$ cat src/hdl/lfs_pkg.sv
// Shared types and constants of the LED fade stepper.
`default_nettype none

package lfs_pkg;

    localparam int STRAND_LEN_W = 5;
    localparam logic [STRAND_LEN_W-1:0] STRAND_LEN_RESET = 5'd16;

    localparam logic REQ_SET  = 1'b0;
    localparam logic REQ_TICK = 1'b1;

    typedef struct packed {
        logic tgt_wr;
        logic commit;
        logic emit_final;
    } t_dp_cmd;

    typedef struct packed {
        logic changed;
        logic pend_valid;
        logic out_free;
    } t_dp_status;

endpackage

`default_nettype wire

$ cat src/hdl/lfs_ctrl.sv
// Controller that walks the LEDs on a tick and sequences the datapath.
`default_nettype none

module lfs_ctrl import lfs_pkg::*; #(
    parameter int MAX_LEDS = 16,
    localparam int IDX_W = (MAX_LEDS > 1) ? $clog2(MAX_LEDS) : 1
) (
    input  wire logic                    i_clk,
    input  wire logic                    i_rst_n,
    input  wire logic                    i_valid,
    output      logic                    o_stall,
    input  wire logic                    i_req_type,
    input  wire logic [3:0]              i_led_index,
    input  wire logic                    i_cfg_wr_en,
    input  wire logic [STRAND_LEN_W-1:0] i_cfg_wr_data,
    input  wire t_dp_status              i_status,
    output      t_dp_cmd                 o_cmd,
    output      logic [IDX_W-1:0]        o_rd_addr
);

    localparam int CNT_W = $clog2(MAX_LEDS + 1);
    localparam int LIM_W = (CNT_W > STRAND_LEN_W) ? CNT_W : STRAND_LEN_W;

    localparam logic [1:0] S_IDLE  = 2'd0;
    localparam logic [1:0] S_READ  = 2'd1;
    localparam logic [1:0] S_CALC  = 2'd2;
    localparam logic [1:0] S_FINAL = 2'd3;

    logic [1:0]              r_state, n_state;
    logic [IDX_W-1:0]        r_idx, n_idx;
    logic [LIM_W-1:0]        r_limit, n_limit;
    logic [STRAND_LEN_W-1:0] r_strand_len;
    logic [LIM_W-1:0]        tick_limit;
    logic                    idx_is_last;

    assign tick_limit = (LIM_W'(r_strand_len) > LIM_W'(MAX_LEDS)) ?
                        LIM_W'(MAX_LEDS) : LIM_W'(r_strand_len);
    assign idx_is_last = (LIM_W'(r_idx) + LIM_W'(1)) == r_limit;

    always_comb begin
        n_state = r_state;
        n_idx   = r_idx;
        n_limit = r_limit;
        o_cmd   = '0;
        case (r_state)
            S_IDLE: begin
                if (i_valid) begin
                    if (i_req_type == REQ_TICK) begin
                        n_limit = tick_limit;
                        n_idx   = '0;
                        n_state = (tick_limit == '0) ? S_FINAL : S_READ;
                    end else if (32'(i_led_index) < MAX_LEDS) begin
                        o_cmd.tgt_wr = 1'b1;
                    end
                end
            end
            S_READ: begin
                n_state = S_CALC;
            end
            S_CALC: begin
                if (!i_status.changed || !i_status.pend_valid || i_status.out_free) begin
                    o_cmd.commit = 1'b1;
                    if (idx_is_last) begin
                        n_state = S_FINAL;
                    end else begin
                        n_idx   = r_idx + IDX_W'(1);
                        n_state = S_READ;
                    end
                end
            end
            S_FINAL: begin
                if (i_status.out_free) begin
                    o_cmd.emit_final = 1'b1;
                    n_state = S_IDLE;
                end
            end
            default: begin
                n_state = S_IDLE;
            end
        endcase
    end

    always_ff @(posedge i_clk) begin
        if (!i_rst_n) begin
            r_state      <= S_IDLE;
            r_idx        <= '0;
            r_limit      <= '0;
            r_strand_len <= STRAND_LEN_RESET;
        end else begin
            r_state <= n_state;
            r_idx   <= n_idx;
            r_limit <= n_limit;
            if (i_cfg_wr_en) begin
                r_strand_len <= i_cfg_wr_data;
            end
        end
    end

    assign o_stall   = (r_state != S_IDLE);
    assign o_rd_addr = r_idx;

endmodule

`default_nettype wire

$ cat src/hdl/lfs_datapath.sv
// Level and target memories, channel step logic, pending word and output register.
`default_nettype none

module lfs_datapath import lfs_pkg::*; #(
    parameter int MAX_LEDS = 16,
    localparam int IDX_W = (MAX_LEDS > 1) ? $clog2(MAX_LEDS) : 1
) (
    input  wire logic             i_clk,
    input  wire logic             i_rst_n,
    input  wire t_dp_cmd          i_cmd,
    output      t_dp_status       o_status,
    input  wire logic [IDX_W-1:0] i_rd_addr,
    input  wire logic [3:0]       i_led_index,
    input  wire logic [7:0]       i_target_red,
    input  wire logic [7:0]       i_target_green,
    input  wire logic [7:0]       i_target_blue,
    output      logic             o_valid,
    input  wire logic             i_stall,
    output      logic             o_pixel_valid,
    output      logic [3:0]       o_pixel_index,
    output      logic [7:0]       o_pixel_red,
    output      logic [7:0]       o_pixel_green,
    output      logic [7:0]       o_pixel_blue,
    output      logic             o_fade_done,
    output      logic             o_last
);

    // Quotient of an 8-bit level by 31, exact for the whole range.
    function automatic logic [3:0] div_by_31(input logic [7:0] c);
        logic [16:0] prod;
        begin
            prod = 17'(c) * 17'd265;
            return prod[16:13];
        end
    endfunction

    function automatic logic [7:0] step_channel(input logic [7:0] c, input logic [7:0] t);
        logic [3:0] inc;
        logic [8:0] sum;
        logic [7:0] diff;
        begin
            inc  = div_by_31(c) + 4'd1;
            sum  = 9'(c) + 9'(inc);
            diff = c - 8'(inc);
            if (c == t) begin
                return c;
            end else if (c < t) begin
                return (sum > 9'(t)) ? t : sum[7:0];
            end else if ((8'(inc) > c) || (diff < t)) begin
                return t;
            end else begin
                return c - 8'({1'b0, inc[3:1]} + 4'd1);
            end
        end
    endfunction

    logic [23:0]         r_tgt_mem [MAX_LEDS];
    logic [23:0]         r_cur_mem [MAX_LEDS];
    logic [MAX_LEDS-1:0] r_tgt_vld;
    logic [MAX_LEDS-1:0] r_cur_vld;
    logic [23:0]         r_tgt_rd;
    logic [23:0]         r_cur_rd;
    logic                r_tgt_rd_vld;
    logic                r_cur_rd_vld;

    logic [23:0] cur_lvl;
    logic [23:0] tgt_lvl;
    logic [23:0] new_lvl;
    logic        changed;
    logic        out_free;

    logic        r_pend_valid;
    logic [3:0]  r_pend_index;
    logic [23:0] r_pend_lvl;

    logic        r_o_valid;
    logic        r_o_pixel_valid;
    logic [3:0]  r_o_pixel_index;
    logic [23:0] r_o_lvl;
    logic        r_o_fade_done;
    logic        r_o_last;

    logic [IDX_W-1:0] tgt_wr_addr;

    assign tgt_wr_addr = IDX_W'(i_led_index);

    always_ff @(posedge i_clk) begin
        if (i_cmd.tgt_wr) begin
            r_tgt_mem[tgt_wr_addr] <= {i_target_red, i_target_green, i_target_blue};
        end
        r_tgt_rd <= r_tgt_mem[i_rd_addr];
    end

    always_ff @(posedge i_clk) begin
        if (i_cmd.commit && changed) begin
            r_cur_mem[i_rd_addr] <= new_lvl;
        end
        r_cur_rd <= r_cur_mem[i_rd_addr];
    end

    always_ff @(posedge i_clk) begin
        if (!i_rst_n) begin
            r_tgt_vld    <= '0;
            r_cur_vld    <= '0;
            r_tgt_rd_vld <= 1'b0;
            r_cur_rd_vld <= 1'b0;
        end else begin
            if (i_cmd.tgt_wr) begin
                r_tgt_vld[tgt_wr_addr] <= 1'b1;
            end
            if (i_cmd.commit && changed) begin
                r_cur_vld[i_rd_addr] <= 1'b1;
            end
            r_tgt_rd_vld <= r_tgt_vld[i_rd_addr];
            r_cur_rd_vld <= r_cur_vld[i_rd_addr];
        end
    end

    assign cur_lvl = r_cur_rd_vld ? r_cur_rd : '0;
    assign tgt_lvl = r_tgt_rd_vld ? r_tgt_rd : '0;

    assign new_lvl[23:16] = step_channel(cur_lvl[23:16], tgt_lvl[23:16]);
    assign new_lvl[15:8]  = step_channel(cur_lvl[15:8],  tgt_lvl[15:8]);
    assign new_lvl[7:0]   = step_channel(cur_lvl[7:0],   tgt_lvl[7:0]);
    assign changed        = (cur_lvl != tgt_lvl);
    assign out_free       = !r_o_valid || !i_stall;

    always_ff @(posedge i_clk) begin
        if (!i_rst_n) begin
            r_pend_valid <= 1'b0;
        end else if (i_cmd.commit && changed) begin
            r_pend_valid <= 1'b1;
        end else if (i_cmd.emit_final) begin
            r_pend_valid <= 1'b0;
        end
    end

    always_ff @(posedge i_clk) begin
        if (i_cmd.commit && changed) begin
            r_pend_index <= 4'(i_rd_addr);
            r_pend_lvl   <= new_lvl;
        end
    end

    always_ff @(posedge i_clk) begin
        if (!i_rst_n) begin
            r_o_valid <= 1'b0;
        end else if ((i_cmd.commit && changed && r_pend_valid) || i_cmd.emit_final) begin
            r_o_valid <= 1'b1;
        end else if (!i_stall) begin
            r_o_valid <= 1'b0;
        end
    end

    always_ff @(posedge i_clk) begin
        if (i_cmd.commit && changed && r_pend_valid) begin
            r_o_pixel_valid <= 1'b1;
            r_o_pixel_index <= r_pend_index;
            r_o_lvl         <= r_pend_lvl;
            r_o_fade_done   <= 1'b0;
            r_o_last        <= 1'b0;
        end else if (i_cmd.emit_final) begin
            r_o_last <= 1'b1;
            if (r_pend_valid) begin
                r_o_pixel_valid <= 1'b1;
                r_o_pixel_index <= r_pend_index;
                r_o_lvl         <= r_pend_lvl;
                r_o_fade_done   <= 1'b0;
            end else begin
                r_o_pixel_valid <= 1'b0;
                r_o_pixel_index <= '0;
                r_o_lvl         <= '0;
                r_o_fade_done   <= 1'b1;
            end
        end
    end

    assign o_status.changed    = changed;
    assign o_status.pend_valid = r_pend_valid;
    assign o_status.out_free   = out_free;

    assign o_valid       = r_o_valid;
    assign o_pixel_valid = r_o_pixel_valid;
    assign o_pixel_index = r_o_pixel_index;
    assign o_pixel_red   = r_o_lvl[23:16];
    assign o_pixel_green = r_o_lvl[15:8];
    assign o_pixel_blue  = r_o_lvl[7:0];
    assign o_fade_done   = r_o_fade_done;
    assign o_last        = r_o_last;

endmodule

`default_nettype wire

$ cat src/hdl/led_fade_stepper_top.sv
// Top level of the LED fade stepper: controller plus datapath.
// A set word is taken while idle and gives no result word.
// A tick walks each LED through a memory read state and a step and write-back state, then
// closes in a final state; a step or the close can wait while the output register is stalled.
// A changed LED is held one step so the final word of a tick can be marked last.
// Reset clears the valid bits, so all levels and targets read as zero; the LED count resets to 16.
`default_nettype none

module led_fade_stepper_top import lfs_pkg::*; #(
    parameter int MAX_LEDS = 16
) (
    input  wire logic                    i_clk,
    input  wire logic                    i_rst_n,
    input  wire logic                    i_valid,
    output      logic                    o_stall,
    input  wire logic                    i_req_type,
    input  wire logic [3:0]              i_led_index,
    input  wire logic [7:0]              i_target_red,
    input  wire logic [7:0]              i_target_green,
    input  wire logic [7:0]              i_target_blue,
    output      logic                    o_valid,
    input  wire logic                    i_stall,
    output      logic                    o_pixel_valid,
    output      logic [3:0]              o_pixel_index,
    output      logic [7:0]              o_pixel_red,
    output      logic [7:0]              o_pixel_green,
    output      logic [7:0]              o_pixel_blue,
    output      logic                    o_fade_done,
    output      logic                    o_last,
    input  wire logic                    i_cfg_wr_en,
    input  wire logic [STRAND_LEN_W-1:0] i_cfg_wr_data
);

    localparam int IDX_W = (MAX_LEDS > 1) ? $clog2(MAX_LEDS) : 1;

    t_dp_cmd          dp_cmd;
    t_dp_status       dp_status;
    logic [IDX_W-1:0] rd_addr;

    lfs_ctrl #(
        .MAX_LEDS(MAX_LEDS)
    ) u_ctrl (
        .i_clk        (i_clk),
        .i_rst_n      (i_rst_n),
        .i_valid      (i_valid),
        .o_stall      (o_stall),
        .i_req_type   (i_req_type),
        .i_led_index  (i_led_index),
        .i_cfg_wr_en  (i_cfg_wr_en),
        .i_cfg_wr_data(i_cfg_wr_data),
        .i_status     (dp_status),
        .o_cmd        (dp_cmd),
        .o_rd_addr    (rd_addr)
    );

    lfs_datapath #(
        .MAX_LEDS(MAX_LEDS)
    ) u_datapath (
        .i_clk         (i_clk),
        .i_rst_n       (i_rst_n),
        .i_cmd         (dp_cmd),
        .o_status      (dp_status),
        .i_rd_addr     (rd_addr),
        .i_led_index   (i_led_index),
        .i_target_red  (i_target_red),
        .i_target_green(i_target_green),
        .i_target_blue (i_target_blue),
        .o_valid       (o_valid),
        .i_stall       (i_stall),
        .o_pixel_valid (o_pixel_valid),
        .o_pixel_index (o_pixel_index),
        .o_pixel_red   (o_pixel_red),
        .o_pixel_green (o_pixel_green),
        .o_pixel_blue  (o_pixel_blue),
        .o_fade_done   (o_fade_done),
        .o_last        (o_last)
    );

endmodule

`default_nettype wire

$ cat config.mk
export PLATFORM = sky130hd
export DESIGN_NAME = led_fade_stepper_top
export DESIGN_NICKNAME = d
export VERILOG_FILES = /design/src/hdl/lfs_pkg.sv /design/src/hdl/lfs_ctrl.sv /design/src/hdl/lfs_datapath.sv /design/src/hdl/led_fade_stepper_top.sv
export SDC_FILE = /design/constraint.sdc
export NUM_CORES = 1
export LEC_CHECK = 0
export ABC_AREA = 1
export BUFFER_PORTS_ARGS = -buffer_cell sky130_fd_sc_hd__buf_2
export CAP_MARGIN = 25
export CORE_UTILIZATION = 60
export DETAILED_ROUTE_END_ITERATION = 6
export GPL_ROUTABILITY_DRIVEN = 1
export MAX_ROUTING_LAYER = met4
export PLACE_DENSITY_LB_ADDON = 0.2
export SLEW_MARGIN = 20
export SYNTH_ARGS = -nofsm -noshare
export SYNTH_HDL_FRONTEND = slang
export SYNTH_SLANG_ARGS = --single-unit
export TNS_END_PERCENT = 50
$ cat constraint.sdc
create_clock -name i_clk -period 18.99 [get_ports i_clk]
set_clock_uncertainty 0.15 [all_clocks]
set_input_delay 2.8485 -clock i_clk [delete_from_list [all_inputs] [get_ports i_clk]]
set_output_delay 2.8485 -clock i_clk [all_outputs]
set_load 0.005 [all_outputs]
==> metrics <==
Root Driver clkbuf_16; initial DRC count 3,260; Finished Layout Cells 4,733; global-route met3 utilization 4.26%; pin count of the biggest net entering global routing 206; initial antenna violation count 1; top-count cell post-synth edfxtp_1; Pint 3.94 mW; Place WS 11.67 ns; Setup Buffers After CTS 0; CP arrival 7.57 ns; Mapped Cells 3,740; pwr dens 124 mW/mm^2; row count 95; syn avg cell area 11.0 um^2; Post-synth EDFFs 824; clock latency at the later pin of the worst-skew pair 0.66 ns; Core Box Area 0.0676 mm^2; RSZ-0062 raised after global routing no; Cell variety after synth 48; Final #Nets 4,010; share of post-route cells with drive strength above 1 9.02%; First-pass DRT Iterations 6; dpl cells 4,558; FMAX 0.135 GHz; status completed; chip height 264 um; Die W 264 um; busiest grt layer met2; die area 0.0699 mm^2; DPL Wire Length 57,700 um; Async SR Flop Fraction 0%; critical-path maximum fanout 24; met1 usage 40.8%; peak supply drop 0.000116 V; CTS Sinks 927; Critical Path Most Common Cell nand2_1; total congestion overflow 0; crit path max-delay cell type dfxtp_2; final hold viol count 0; cell taking the most area after synthesis edfxtp_1; CTS tree done; Pleak 17.6 nW; fin. max-slew vios 0; post-route setup slack 11.57 ns; max_cap viols 0; combinational share of power 22.6%; CP Launch Type flop; Critical Path Max Stage Delay 0.94 ns; vias per cell 6.05; Switching Share 30.8%; Sw Pwr 1.75 mW; critical path class flop to flop; drt total wl 103,000 um; area share of the leading cell type in the synthesized netlist 59.9%; Slew @ Worst Pin 1.12 ns; #FFs+latches synth 927; Post-DRT Antenna Nets 0; ranking of synthesized cells by area edfxtp_1 (60%), nand2_1 (5.5%), ha_1 (5.4%), o21ai_0 (5.2%), dfxtp_1 (5.0%); Layout area overhead 11.2%; Ports 72; sum of negative setup slack 0 ns; crit share post-route 39.1%; Slew HR 25.0%; WL/cell 21.7 um; Mapped Area 0.0413 mm^2; total CTS buffers 92; CP endpoint kind flop; CTS clk-pin slew, worst paths 0.06 ns; Max H-tree Level 3; drt drc 0; final weighted congestion in routability-driven placement 0.954; minimum clock period 7.42 ns; Net Count, Synth 3,969; endpoints failing setup 0; most frequent cells after synthesis edfxtp_1 (824), nand2_1 (609), nor2_1 (548); Max Root-Sink Buffers 3; Initial Utilization 61.1%; Seq/Total Area, Yosys 64.9%; Synthesis Warnings 0; Resized cells post-CTS 0; gr usage total 30.0%; vias in the first global route 26,600; Ant. Diodes 0; Top FF cell, synth edfxtp_1; cts hold-fix bufs 0; worst hold path class flop to flop; clock network power share 31.4%; GRT met2 Usage 47.0%; IO Port Bufs 71; global-route wire length before repair 155,000 um; register share of total power 46.0%; vias 28,600; Critical Path RT 19.14 ns
## path summary, 6_finish.rpt
path / start / to / slack, ns / depth (start not counted)
max: u_datapath.r_cur_rd_vld / u_datapath.r_cur_mem[3][23] / 11.57 / 33
min reg2reg: u_datapath.r_cur_vld[10] / u_datapath.r_cur_vld[10] / 0.31 / 1
min: u_datapath.r_cur_vld[10] / u_datapath.r_cur_vld[10] / 0.31 / 1
max reg2reg: u_datapath.r_cur_rd_vld / u_datapath.r_cur_mem[3][23] / 11.57 / 33
## layout by cell type (no fill, tap or decap), types with 42 or more instances in the layout
| cell type | n |
|---|---|
| edfxtp_1 | 824 |
| buf_2 | 71 |
| nand2_1 | 609 |
| inv_1 | 195 |
| o21ai_0 | 429 |
| dfxtp_1 | 99 |
| a21oi_1 | 67 |
| xor2_1 | 42 |
| clkbuf_16 | 93 |
| nand3_1 | 158 |
| o22ai_1 | 200 |
| nand4_1 | 64 |
| nor2_1 | 516 |
| ha_1 | 178 |
## through the flow
stage / utilization [%] / total power [mW] / hold slack [ns] / area [um^2]
final: 68.0 / 5.69 / 0.309 / 46000
after global routing: 68.0 / 5.94 / 0.326 / 46000
after CTS: 67.9 / 5.68 / 0.311 / 45900
after detailed placement: 63.4 / 3.91 / 0.298 / 42900
after global placement: 63.0 / 3.89 / 0.292 / 42600
after floorplan: - / 3.55 / 0.253 / 41300
## cell families (layout without fill, tap and decap cells)
family | after synthesis | count (layout) | share of synthesized area (%)
simple gates | 1449 | 1449 | 14.6
flops | 927 | 927 | 64.9
compound gates | 746 | 746 | 9.94
buf+inv | 381 | 501 | 3.62
fa+ha+maj | 190 | 190 | 5.97
xor+xnor | 47 | 47 | 1.01
## power by group through the flow
stage	Combinational, mW	Clock [mW]	Sequential [mW]
floorplan	0.919	0	2.63
global placement	1.23	0	2.66
detailed placement	1.25	0	2.66
CTS	1.26	1.80	2.62
global route	1.43	1.88	2.63
finish	1.29	1.79	2.62
## per-layer routing
layer / part of all wire [%] / vias to the layer above
met5: 0 / -
met3: 9.1 / 222
li1: - / 13300
met4: 2.7 / 0
met2: 47 / 1405
met1: 41 / 13700
## sequential cells by signal (all words and copies together), names as in the netlist
register                  cells
u_datapath.r_cur_mem        384
u_datapath.r_cur_rd_vld       1
u_datapath.r_tgt_rd_vld       1
u_datapath.o_fade_done        1
u_ctrl.r_strand_len           5
u_datapath.r_pend_valid       1
u_datapath.r_tgt_rd          24
u_datapath.r_cur_vld         16
u_datapath.r_o_lvl           24
u_datapath.o_valid            1
u_ctrl.o_rd_addr              4
u_datapath.o_last             1
u_ctrl.r_state                2
u_datapath.o_pixel_index      4
u_datapath.r_tgt_vld         16
u_datapath.r_pend_lvl        24
u_datapath.r_cur_rd          24
u_datapath.r_tgt_mem        384
u_datapath.r_pend_index       4
u_datapath.o_pixel_valid      1
u_ctrl.r_limit                5
## worst max-delay path: cells and delay by family, from the launching register on
| family | cells | cell delay (ns) |
|---|---|---|
| AND/OR/NAND/NOR | 16 | 2.22 |
| adder cells (fa/ha/maj) | 7 | 2.15 |
| flip-flops | 1 | 0.94 |
| XOR/XNOR | 1 | 0.16 |
| AO/OA/AOI/OAI | 6 | 0.99 |
| buffers and inverters | 3 | 0.46 |
## layout make-up
class	instances	area (um^2)
well taps	873	1090
repair buffers	120	966
multi-input cells	2432	13300
clock inverters	49	542
inverters	208	798
clock buffers	124	2470
flip-flops and latches	927	26800
fillers	4970	21700
Note: power is estimated with default switching activity, not from simulation.
